File: config.mk
export PLATFORM = sky130hd
export DESIGN_NAME = pwc_ctrl
export DESIGN_NICKNAME = d
export VERILOG_FILES = /design/src/sv/pwc_pkg.sv /design/src/sv/pwc_ctrl.sv
export SDC_FILE = /design/constraint.sdc
export NUM_CORES = 1
export LEC_CHECK = 0
export ABC_CLOCK_PERIOD_IN_PS = 2070
export BUFFER_PORTS_ARGS = -buffer_cell sky130_fd_sc_hd__buf_4
export CORE_MARGIN = 2
export CORE_UTILIZATION = 46
export DETAILED_ROUTE_END_ITERATION = 10
export PLACE_DENSITY_LB_ADDON = 0.1
export SLEW_MARGIN = 10
export SYNTH_ARGS = -nofsm -noshare
export SYNTH_HDL_FRONTEND = slang
export SYNTH_SLANG_ARGS = --single-unit
File: constraint.sdc
create_clock -name clk -period 2.07 [get_ports clk]
set_clock_uncertainty 0.1 [all_clocks]
set_input_delay 0.414 -clock clk [delete_from_list [all_inputs] [get_ports clk]]
set_output_delay 0.414 -clock clk [all_outputs]
set_load 0.01 [all_outputs]
File: src/sv/pwc_pkg.sv
// Shared types, register indexes and helper functions for the Potts Wolff cluster block.
// Used by pwc_div, pwc_ctrl, pwc_dpath and potts_wolff_cluster_update.
package pwc_pkg;

	// configuration register indexes
	localparam logic [1:0] REG_THRESH = 2'd0;
	localparam logic [1:0] REG_STATES = 2'd1;
	localparam logic [1:0] REG_SEED   = 2'd2;

	// lattice side; a power of two, so row and column are bit fields of the site index
	localparam int SIDE = 128;

	localparam int CFG_W     = 32;
	localparam int CFG_IDX_W = 2;
	localparam int THR_W     = 16;
	localparam int NS_W      = 5;
	localparam int SITE_IN_W = 14;
	localparam int SHIFT_W   = 4;
	localparam int OUT_W     = 15;
	localparam int QX_W      = 9;

	localparam logic [31:0] DEFAULT_SEED = 32'd12345;
	localparam logic [OUT_W-1:0] OUT_MAX = 15'd32767;
	localparam logic [NS_W-1:0] NS_RESET = 5'd4;

	// restoring divider for the new spin modulo q
	localparam int DIV_NW = 14;
	localparam int DIV_DW = 10;
	localparam int DIV_CW = 4;

	// neighbor directions, in visiting order
	localparam logic [1:0] DIR_DOWN  = 2'd0;
	localparam logic [1:0] DIR_UP    = 2'd1;
	localparam logic [1:0] DIR_RIGHT = 2'd2;
	localparam logic [1:0] DIR_LEFT  = 2'd3;

	typedef struct packed {
		logic       latch_in;
		logic       div_go;
		logic       take_new;
		logic       spin_rd_start;
		logic       take_old;
		logic       cnt_rd_old;
		logic       cnt_rd_new;
		logic       take_cnt_old;
		logic       take_cnt_new;
		logic       seed_flip;
		logic       q_rd;
		logic       take_cur;
		logic       nb_rd;
		logic       nb_test;
		logic [1:0] dir;
		logic       wb_old;
		logic       wb_new;
		logic       sweep_clr;
		logic       sweep_rd;
		logic       sweep_acc;
		logic       finish;
		logic       clr_wr;
	} cmd_t;

	typedef struct packed {
		logic bad;
		logic div_done;
		logic q_empty;
		logic sweep_last;
		logic clr_last;
	} sts_t;

	function automatic logic [31:0] xorshift32(input logic [31:0] x);
		logic [31:0] y;
		y = x ^ (x << 13);
		y = y ^ (y >> 17);
		y = y ^ (y << 5);
		return y;
	endfunction

	function automatic logic [OUT_W-1:0] sat_out(input logic [31:0] v);
		return (v > 32'(OUT_MAX)) ? OUT_MAX : v[OUT_W-1:0];
	endfunction

endpackage

File: src/sv/pwc_ctrl.sv
// Sequencer for the cluster update: clear pass, setup, breadth-first growth, count sweep.
// Depends on pwc_pkg for the command and status structs.
module pwc_ctrl (
	input  logic           clk,
	input  logic           arst_n,
	input  logic           start,
	input  pwc_pkg::sts_t  sts,
	output pwc_pkg::cmd_t  cmd,
	output logic           busy
);
	localparam logic [4:0] ST_CLEAR  = 5'd0;
	localparam logic [4:0] ST_IDLE   = 5'd1;
	localparam logic [4:0] ST_CHECK  = 5'd2;
	localparam logic [4:0] ST_SP_RD  = 5'd6;
	localparam logic [4:0] ST_SP_WT  = 5'd7;
	localparam logic [4:0] ST_D3_GO  = 5'd8;
	localparam logic [4:0] ST_D3_WT  = 5'd9;
	localparam logic [4:0] ST_C_OLD  = 5'd10;
	localparam logic [4:0] ST_C_NEW  = 5'd11;
	localparam logic [4:0] ST_C_TAKE = 5'd12;
	localparam logic [4:0] ST_SEED   = 5'd13;
	localparam logic [4:0] ST_POP    = 5'd14;
	localparam logic [4:0] ST_CUR    = 5'd15;
	localparam logic [4:0] ST_NB_RD  = 5'd16;
	localparam logic [4:0] ST_NB_TST = 5'd17;
	localparam logic [4:0] ST_WB_OLD = 5'd18;
	localparam logic [4:0] ST_WB_NEW = 5'd19;
	localparam logic [4:0] ST_SW_CLR = 5'd20;
	localparam logic [4:0] ST_SW_RD  = 5'd21;
	localparam logic [4:0] ST_SW_ACC = 5'd22;
	localparam logic [4:0] ST_DONE   = 5'd23;

	logic [4:0] state_q, state_d;
	logic [1:0] dir_q, dir_d;

	always_comb begin
		cmd     = '0;
		state_d = state_q;
		dir_d   = dir_q;
		cmd.dir = dir_q;
		case (state_q)
			ST_CLEAR: begin
				cmd.clr_wr = 1'b1;
				if (sts.clr_last) state_d = ST_IDLE;
			end
			ST_IDLE: begin
				if (start) begin
					cmd.latch_in = 1'b1;
					state_d = ST_CHECK;
				end
			end
			ST_CHECK: begin
				if (sts.bad) begin
					state_d = ST_SW_CLR;
				end else begin
					state_d = ST_SP_RD;
				end
			end
			ST_SP_RD: begin
				cmd.spin_rd_start = 1'b1;
				state_d = ST_SP_WT;
			end
			ST_SP_WT: begin
				cmd.take_old = 1'b1;
				state_d = ST_D3_GO;
			end
			ST_D3_GO: begin
				cmd.div_go = 1'b1;
				state_d = ST_D3_WT;
			end
			ST_D3_WT: begin
				if (sts.div_done) begin
					cmd.take_new = 1'b1;
					state_d = ST_C_OLD;
				end
			end
			ST_C_OLD: begin
				cmd.cnt_rd_old = 1'b1;
				state_d = ST_C_NEW;
			end
			ST_C_NEW: begin
				cmd.cnt_rd_new   = 1'b1;
				cmd.take_cnt_old = 1'b1;
				state_d = ST_C_TAKE;
			end
			ST_C_TAKE: begin
				cmd.take_cnt_new = 1'b1;
				state_d = ST_SEED;
			end
			ST_SEED: begin
				cmd.seed_flip = 1'b1;
				state_d = ST_POP;
			end
			ST_POP: begin
				if (sts.q_empty) begin
					state_d = ST_WB_OLD;
				end else begin
					cmd.q_rd = 1'b1;
					state_d = ST_CUR;
				end
			end
			ST_CUR: begin
				cmd.take_cur = 1'b1;
				dir_d   = pwc_pkg::DIR_DOWN;
				state_d = ST_NB_RD;
			end
			ST_NB_RD: begin
				cmd.nb_rd = 1'b1;
				state_d = ST_NB_TST;
			end
			ST_NB_TST: begin
				cmd.nb_test = 1'b1;
				if (dir_q == pwc_pkg::DIR_LEFT) begin
					state_d = ST_POP;
				end else begin
					dir_d   = dir_q + 2'd1;
					state_d = ST_NB_RD;
				end
			end
			ST_WB_OLD: begin
				cmd.wb_old = 1'b1;
				state_d = ST_WB_NEW;
			end
			ST_WB_NEW: begin
				cmd.wb_new = 1'b1;
				state_d = ST_SW_CLR;
			end
			ST_SW_CLR: begin
				cmd.sweep_clr = 1'b1;
				state_d = ST_SW_RD;
			end
			ST_SW_RD: begin
				cmd.sweep_rd = 1'b1;
				state_d = ST_SW_ACC;
			end
			ST_SW_ACC: begin
				cmd.sweep_acc = 1'b1;
				state_d = sts.sweep_last ? ST_DONE : ST_SW_RD;
			end
			ST_DONE: begin
				cmd.finish = 1'b1;
				state_d = ST_IDLE;
			end
			default: begin
				state_d = ST_IDLE;
			end
		endcase
	end

	always_ff @(posedge clk or negedge arst_n) begin
		if (!arst_n) begin
			state_q <= ST_CLEAR;
			dir_q   <= pwc_pkg::DIR_DOWN;
		end else begin
			state_q <= state_d;
			dir_q   <= dir_d;
		end
	end

	assign busy = state_q != ST_IDLE;
endmodule

-- Word-level counts from Yosys, hierarchy flattened
Index checks and enable logic that the tools add are counted.
- muxes and demuxes: 33
- eq/ne operators: 26
- reductions and logical operators: 4
- add/subtract/negate cells: 1
- operator list (kind ; number):
    case mux 5 bit (20 select lines) ; 1
    equality test 5 x 4 -> 1 bit, second input constant ; 8
    equality test 5 bit, second input constant ; 8
    two-way mux 5 bit ; 6
    two-way mux 1 bit ; 22
    equality test 5 x 3 -> 1 bit, second input constant ; 2
    != test 2 bit, second input constant ; 4
    two-way mux 2 bit ; 3
    equality test 5 x 1 -> 1 bit, second input constant ; 1
    equality test 5 x 2 -> 1 bit, second input constant ; 1
    zero test 5 bit ; 1
    != test 5 x 1 -> 1 bit, second input constant ; 1
    case mux 2 bit (2 select lines) ; 1
    AND reduction 3 bit ; 1
    adder 2 x 1 -> 2 bit, second input constant ; 1
    equality test 2 bit, second input constant ; 1
    AND reduction 2 bit ; 1
    nonzero test 2 bit ; 1
- bits of input ports: 8
- logic and storage cells: 66
- output and inout bits: 24
- register bits: 7

-- Depth between registers and ports, before layout
Gate-level depths: netlist of the first run.
- depth after elaboration: 3
- depth in mapped cells: 6

-- Worst setup path before layout of the first run
No wires, ideal clock.
- kind: reg-to-output
- from: register state_q[2]
- to: output port cmd[16] in the netlist's numbering
- path buffers: 3
- slack: 0.317 ns
- data required time: 1.556 ns
- stages on the path, launching flop included: 7
- arrival: 1.239 ns
- cells stage by stage: dfrtp_1 buf_6 clkbuf_1 nor2_1 nand2_1 nor2_1 buf_4
- RTL lines (element ; RTL line ; text):
    start: declaration ; pwc_ctrl.sv:33 ; logic [4:0] state_q, state_d;
    start signal: assignment ; pwc_ctrl.sv:155 ; state_q <= state_d;
    end: declaration ; pwc_ctrl.sv:8 ; output pwc_pkg::cmd_t cmd,

==> impl_summary.md, run 1 <==
Yosys
The complex-gate fraction of the synthesized area is 22.3%. After Yosys synthesis, full adders, half adders and majority gates account for 1.69% of the synthesized area. The sequential-to-total area share from yosys stat is 23.6%. The post-synthesis sequential element count is 7.

The multiplexer share of the synthesized area is 2.87%. After synthesis, the netlist uses 41 different library cells. The cell area after synthesis is 741 sq um. The post-synthesis simple-gate area fraction is 40.9%. The number of warning messages in the yosys log is 0. The combinational family with the most area after synthesis is simple AND/OR/NAND/NOR gates. Synthesis handed over a netlist of 99 instances. When the netlist entered floorplanning its net count stood at 108.

Each instance of the synthesized netlist takes up on average 7.48 sq um. Summing the areas of all xor and xnor instances in the mapped netlist gives 1.18% of the synthesized area.

Detailed routing
The detailed router put a total of 926 um of wire on met1. The total via count in the routed design is 840. After detailed routing, no signal wire sits above met3.

The count of nets left with antenna violations after detail routing is 0. After detailed routing, the average wire length per cell comes to 13.9 um. The number of DRC violations after detailed-routing iteration 0 is 29. The count of unresolved DRC violations after routing is 0.

The routed length on met2 is 1010 um. The pre-antenna-repair detailed-routing pass consisted of 5 iterations. Wires add up to 2040 um. Using the TritonRoute via totals, the vias-per-cell ratio works out to 5.71. The total length of routed met3 wires is 105 um.

Job
The tool flagged a number of max-cap violations equal to 0.

Power
The worst supply voltage drop on vdd is 1.02 mV. In this run, the combinational gates consume 65.4% of the power. The sequential cell fraction of total power is 25.1%. The internal power of the cells totals 0.000687 W. Net switching is 46.7% of the power. In this run the static leakage power is 0.447 nW. The fraction of power consumed by the clock network is 9.5%.

In this run the power spent charging and discharging nets is 0.000601 W. The total power density per cell area is 1270 nW/um^2.

Cells and area
After routing the design area is 1020 sq um. The net count of the finished layout is 141. The commonest non-fill, non-tap cell in the layout is buf_4. The area growth from synthesis to layout is 37.2%. Of the cells placed in the final design, the portion with a size suffix greater than 1 is 39.7%. Leaving out fill and tap cells, the most frequent cells in the layout are buf_4 (35), nor2_1 (20), nand2_1 (9). The core utilization of the finished layout is 67.4%. The antenna diode count is 0.

GRT
Across every metal layer, demand over resource in global routing totals 22.3%. Entering global routing, the biggest net connects 16 pins. The via count of the first global-routing pass is 729. The number of antenna violations at the first check in global routing was 0. The wire length of the first global-routing pass is 3280 um. The total global routing overflow is 0.

Status
The flow ran to the end, and the final reports show no timing, DRC or antenna violations.

Critical path
The startpoint of the most critical register-to-register path is state_q[1]. The largest single stage delay on the critical path is 0.50 ns. The biggest fanout along the worst timing path is 12. STA classifies the critical path endpoint as a primary output. The critical path starts at state_q[0]. STA puts the critical path data arrival time at 1.48 ns. Across all register-to-register paths, the minimum setup slack is 0.40 ns. The most critical setup path has its endpoint at cmd[0]. The endpoint identified for the worst register-to-register timing path is state_q[2]. The sort of element at the start of the critical path is a flop. Traced cell by cell, the critical path runs through or2_2, nor3_1, buf_4. The slowest stage of the critical path belongs to the cell dfrtp_1. The worst reg2reg path depth is 5. The worst setup path is of the flop to primary output kind.

The data required time of the worst path is 1.56 ns.

Clocking
The H-tree level count is 1. The tree is rooted in a clkbuf_4. The maximum buffer depth of the clock tree is 2.

The number of CTS-inserted buffers is 3. TritonCTS built the clock tree. The post-CTS setup buffer count is 0. The clock edge transition at the registers on the reported setup and hold paths is 0.05 ns. The insertion delay of the later-clocked pin in the worst-skew pair is 0.25 ns. The tree built by TritonCTS fans out to 7 sinks.

STA
Adding up every negative setup slack in the final design gives 0 ns. The final-report hold violation count came to 0. The number of pins with negative max-slew slack in the final report is 0. In this run the tightest slew margin relative to its limit is 76.4%.

Setup violations remaining at the end of the flow were counted as 0. The worst setup slack after layout is 0.0767 ns. The worst-margin pin slew is 0.354 ns.

Based on the critical path, the design can be clocked at up to 502 MHz. Setup repair after global routing left no endpoint under its margin. The final cycle utilization of the critical path is 96.3%. The worst hold margin is 0.331 ns. The shortest clock period the worst path allows after layout is 1.99 ns.

Placed design
The number of buffers added on ports is 31. The worst slack after detailed placement is 0.297 ns. The global placement routability congestion is 0.855. The wire-length estimate of the detail-placed layout is 1600 um. The post-place instance area is 968 sq um.

Hold path
The min-delay analysis places its worst path in the category input port to flop.

Floorplan
Pin placement for this block handled 32 I/O pins. The floorplan step defined a core boundary enclosing 1510 sq um. In this run the core area contains 14 standard-cell rows. The die outline area is 1950 sq um. From left edge to right edge, the die measures 44.1 um. From bottom edge to top edge, the die measures 44.1 um.

Once the floorplan was initialized, standard cells occupied 49.2% of the core.
==> synthesized netlist by cell type <==
cell	number	area share, %
o22ai_1	1	0.85
clkbuf_1	2	1.0
mux2_2	1	1.5
and3_1	1	0.85
nand4_1	1	0.85
and3b_1	1	1.2
nand3b_1	1	1.0
o31ai_2	1	1.7
or2_1	1	0.85
a41oi_1	1	1.2
nand2b_2	1	1.2
nor4b_2	1	2.0
ha_1	1	1.7
and2_4	1	1.2
dfrtp_1	7	24
o211ai_1	1	1.0
nor3b_1	1	1.0
o21ai_0	5	3.4
nor3_1	4	2.7
buf_2	2	1.4
nor2b_2	1	1.2
a21oi_1	4	2.7
xnor2_1	1	1.2
or2_2	1	0.85
nand2_1	9	4.6
a221oi_2	1	2.0
buf_4	2	2.0
a22oi_1	1	1.0
nor2_1	20	10
or2_4	1	1.2
nor2b_1	6	5.1
mux2i_1	1	1.4
o21a_1	1	1.0
a31oi_1	1	0.85
a32oi_1	2	2.4
buf_6	2	3.0
o21ai_1	1	0.68
nand2b_1	4	3.4
nor4_1	2	1.7
o221ai_1	1	1.2
a22o_1	2	2.4
==> worst max-delay path: cells and delay by family, from the launching register on <==
family	cells	cell delay, ns
simple gates	2	0.58
flops	1	0.50
buf+inv	1	0.15
==> layout make-up <==
cell class / count / area, sq um
Tap cell: 16 / 20.0
Sequential cell: 7 / 179
Timing Repair Buffer: 36 / 273
Multi-Input combinational cell: 84 / 518
Clock buffer: 4 / 26.3
Fill cell: 141 / 490
==> cells by family after synthesis <==
group	Yosys count
simple gates	57
compound gates	23
buf+inv	8
flops	7
mux	2
xor+xnor	1
fa+ha+maj	1
==> registers in the layout, summed over array words and instances (netlist names) <==
register  cells
dir_q         2
state_q       5
==> power by group through the flow <==
stage               sequential [W]  combinational (W)  clock [W]
global placement          0.000314           0.000822          0
CTS                       0.000313           0.000835   0.000127
floorplan                 0.000255           0.000643          0
detailed placement        0.000316           0.000832          0
finish                    0.000323           0.000843   0.000122
global route              0.000337           0.000924   0.000136
==> metrics by stage <==
stage	power [W]	std cells
2_1_floorplan	0.000898	99
5_1_grt	0.00140	147
6_report	0.00129	147
3_3_place_gp	0.00114	142
3_5_place_dp	0.00115	142
4_1_cts	0.00128	147
==> repair_timing <==
item,CTS,global route
gates resized for setup,0,5
endpoints found under the hold margin,7,0
hold buffers,1,0
endpoints found under the setup margin,0,12
==> how the worst min path moves through the flow <==
stage | from | to | slack [ns] | cells past startpoint
detailed placement | arst_n | dir_q[1] | 0.13 | 1
global placement | arst_n | dir_q[0] | 0.13 | 1
finish | sts[0] | state_q[0] | 0.33 | 3
CTS | sts[0] | state_q[0] | 0.33 | 3
global route | sts[0] | state_q[0] | 0.39 | 3
floorplan | arst_n | dir_q[0] | 0.02 | 0
==> per-layer routing <==
layer,up-vias,track usage [%]
li1,422,-
met4,0,1.82
met5,-,0
met3,0,6.12
met2,26,36.2
met1,392,30.7
Note: power is estimated with default switching activity, not from simulation.
==> inputs of run 2 (changes only) <==
- SETUP_SLACK_MARGIN: unset -> 0.15
==> run 2 against run 1 <==
Net effect: cell area up 11%; non-clock buffer count up 9; clock power about the same; via count up 8.9%; first-iteration DRC count up 3.4%; global-route usage up 1.5 points; die area unchanged; critical path type is now flop to flop; largest cell class unchanged.
==> impl_summary.md, run 2 (same netlist as run 1, synthesis figures left out) <==
Floorplan
In this run the count of I/O pins placed on the die edge is 32. The starting utilization of the core area is 49.2%. After floorplanning, the core was divided into 14 placement rows. In this run the horizontal extent of the chip is 44.1 um. The chip height is 44.1 um. The core region is 1510 sq um. The die outline area is 1950 sq um.

Critical path
The cell type of the slowest stage on the worst timing path is dfrtp_2. The sort of element at the start of the critical path is a flop. The cell type group with the largest total delay on the critical path is flip-flops. The number of stages on the worst setup path is 6. The critical path's largest stage delay is 0.48 ns. The worst setup path is captured at a flop. The startpoint of the most critical register-to-register path is state_q[2].

The worst register-to-register path has a depth of 6. The type of the setup path with the least slack is flop to flop. For flop-to-flop paths, the worst setup slack is 0.19 ns.

Together, buffers and inverters on the worst path number 2. The critical path ends at state_q[1]. The critical register-to-register path endpoint is state_q[1]. Of all nets on the critical path, the largest fanout is 8. STA puts the critical path data arrival time at 1.93 ns. In this run the worst setup path begins at state_q[2]. At the worst endpoint, the required time is 2.12 ns. The critical path goes through buf_2, buf_4, and2_4, o21a_1, or2_1, a221oi_2.

Cells and area
The number of nets in the final layout is 150. Counting flops per register, the top entry is state_q. The layout overhead on the synthesized area is 52.4%. In the final layout, the registers with the most flip-flops are state_q: 5 flops, dir_q: 2 flops. The commonest non-fill, non-tap cell in the layout is buf_4. The count of fill cells added during filler insertion is 114. The number of flip-flops under the largest register name is 5. The antenna diode count is 0. In the final layout, the share of cells above drive strength 1 is 48.6%. Leaving out fill and tap cells, the most frequent cells in the layout are buf_4 (40), nor2_1 (19), nand2_1 (9).

STA
The worst-margin pin slew is 0.312 ns. In the finished design, the share of the clock period the worst path needs comes to 91.0%. Setup repair after global routing could not meet its margin everywhere.

The smallest clock period supported by the final layout is computed as 1.88 ns. The remaining max-slew budget at the tightest pin is 79.0%. Setup violations remaining at the end of the flow were counted as 0. The final-report hold violation count is 0.

The total negative slack for setup checks is 0 ns. For this run, the top clock speed supported by timing is 531 MHz. The number of pins with negative max-slew slack in the final report came to 0.

The worst hold margin is 0.335 ns.

Power
The total power density per cell area is 1320 nW/um^2. The fraction of power consumed by the clock network is 8.3%. The worst supply voltage drop on vdd is 1.07 mV. The cell-internal power is 0.000807 W.

In this run the power spent charging and discharging nets is 0.000681 W. Combinational logic is responsible for 71.3% of the overall power. The share of total power dissipated in sequential elements is 20.4%. For this design the static power due to leakage is 0.505 nW. In this run switching power makes up 45.8% of total power.

Detailed routing
For this block, the initial DRC count from the detailed router was 30. The wire length per cell is 15.1 um. The count of nets left with antenna violations after detail routing is 0. For this run, design rule violations remaining after detail routing come to 0. The total via count in the routed design is 915.

The wire length after detailed routing is 2350 um. The first-pass iteration count of the detailed router is 4. Using the TritonRoute via totals, the vias-per-cell ratio works out to 5.87.

Status
The flow ran to the end, and the final reports show no timing, DRC or antenna violations.

GRT
For this run the aggregate overflow at the end of global routing stands at 0. Global routing used 23.7% of the available tracks across all layers. The largest net degree at the start of global routing is 16.

The number of antenna violations at the first check in global routing is 0. The via count of the first global-routing pass is 772. The first global-routing pass estimated 3480 um of wire.

Clocking
TritonCTS built the clock tree. Counting every sink on the clock net gives 7. Clock-pin slew was measured on the worst setup and hold paths at 0.05 ns.

CTS placed an instance of clkbuf_4 at the clock tree root. The longest clock path from root to sink contains 2 buffers. The clock reaches the later pin of the worst-skew pair after 0.25 ns.

The number of CTS-inserted buffers is 3. The H-tree level count is 1.

Placed design
The detailed-placement wirelength estimate is 1600 um. Input and output buffers added on the ports amount to 31. Routability-driven placement finished with a final weighted congestion of 0.855.

Hold path
The path class of the tightest hold or removal check is input port to flop.

Job
Across the run, the number of max-cap violations was 0.
[run 2: cell types whose count changed in the layout (fill, tap and decap cells not counted), moves of 2 or more]
cell / change
dfrtp_1: -2
buf_2: +2
buf_4: +5
nor3_1: -2
nor2b_4: +3
dfrtp_2: +2
nor2b_2: -2
[run 2: through the flow]
stage | total power, W | setup WS, ns | instance area, sq um | utilization, % | instances
floorplan | 0.000898 | 0.317 | 741 | - | 99
global placement | 0.00114 | 0.290 | 968 | 64.3 | 142
detailed placement | 0.00115 | 0.297 | 968 | 64.3 | 142
CTS | 0.00134 | 0.141 | 1050 | 69.9 | 151
global route | 0.00159 | 0.138 | 1130 | 74.9 | 156
finish | 0.00149 | 0.187 | 1130 | 74.9 | 156
[run 2: worst min-delay path by stage]
stage,start,endpoint,cells after the start
global placement,arst_n,dir_q[0],1
finish,sts[0],state_q[0],3
floorplan,arst_n,dir_q[0],0
global route,sts[0],state_q[0],3
detailed placement,arst_n,dir_q[1],1
CTS,sts[0],state_q[0],3
[run 2: cell type report]
class                   instances  area (sq um)  share of cell area [%]
clock buffers                   4          26.3                    2.33
multi-input cells              84           564                    50.0
flip-flops and latches          7           181                    16.1
well taps                      16          20.0                    1.77
repair buffers                 45           337                    29.8
[run 2: what timing repair did]
item | CTS | global route
hold buffers | 1 | 0
resized for setup | 9 | 9
setup endpoints to repair | 18 | 12
endpoints found under the hold margin | 7 | 0
setup buffers | 4 | 5
[run 2: power by group through the flow]
stage	Combinational [W]	Clock, W	Sequential (W)
detailed placement	0.000832	0	0.000316
finish	0.00106	0.000123	0.000304
CTS	0.000912	0.000127	0.000302
global placement	0.000822	0	0.000314
global route	0.00114	0.000135	0.000311
floorplan	0.000643	0	0.000255
[run 2: metal layers]
metal	share of wire (%)	global-route usage (%)	wire, um
met4	1.7	3.64	41
met5	0	0	0
met1	42	31.8	977
met2	50	39.1	1180
met3	6.4	6.12	150
[run 2: tightest hold or removal path, delay by kind of cell]
family,cells,cell delay [ns]
AOI/OAI and AO/OA,1,0.11
and+or+nand+nor,1,0.04
buffers and inverters,1,0.08
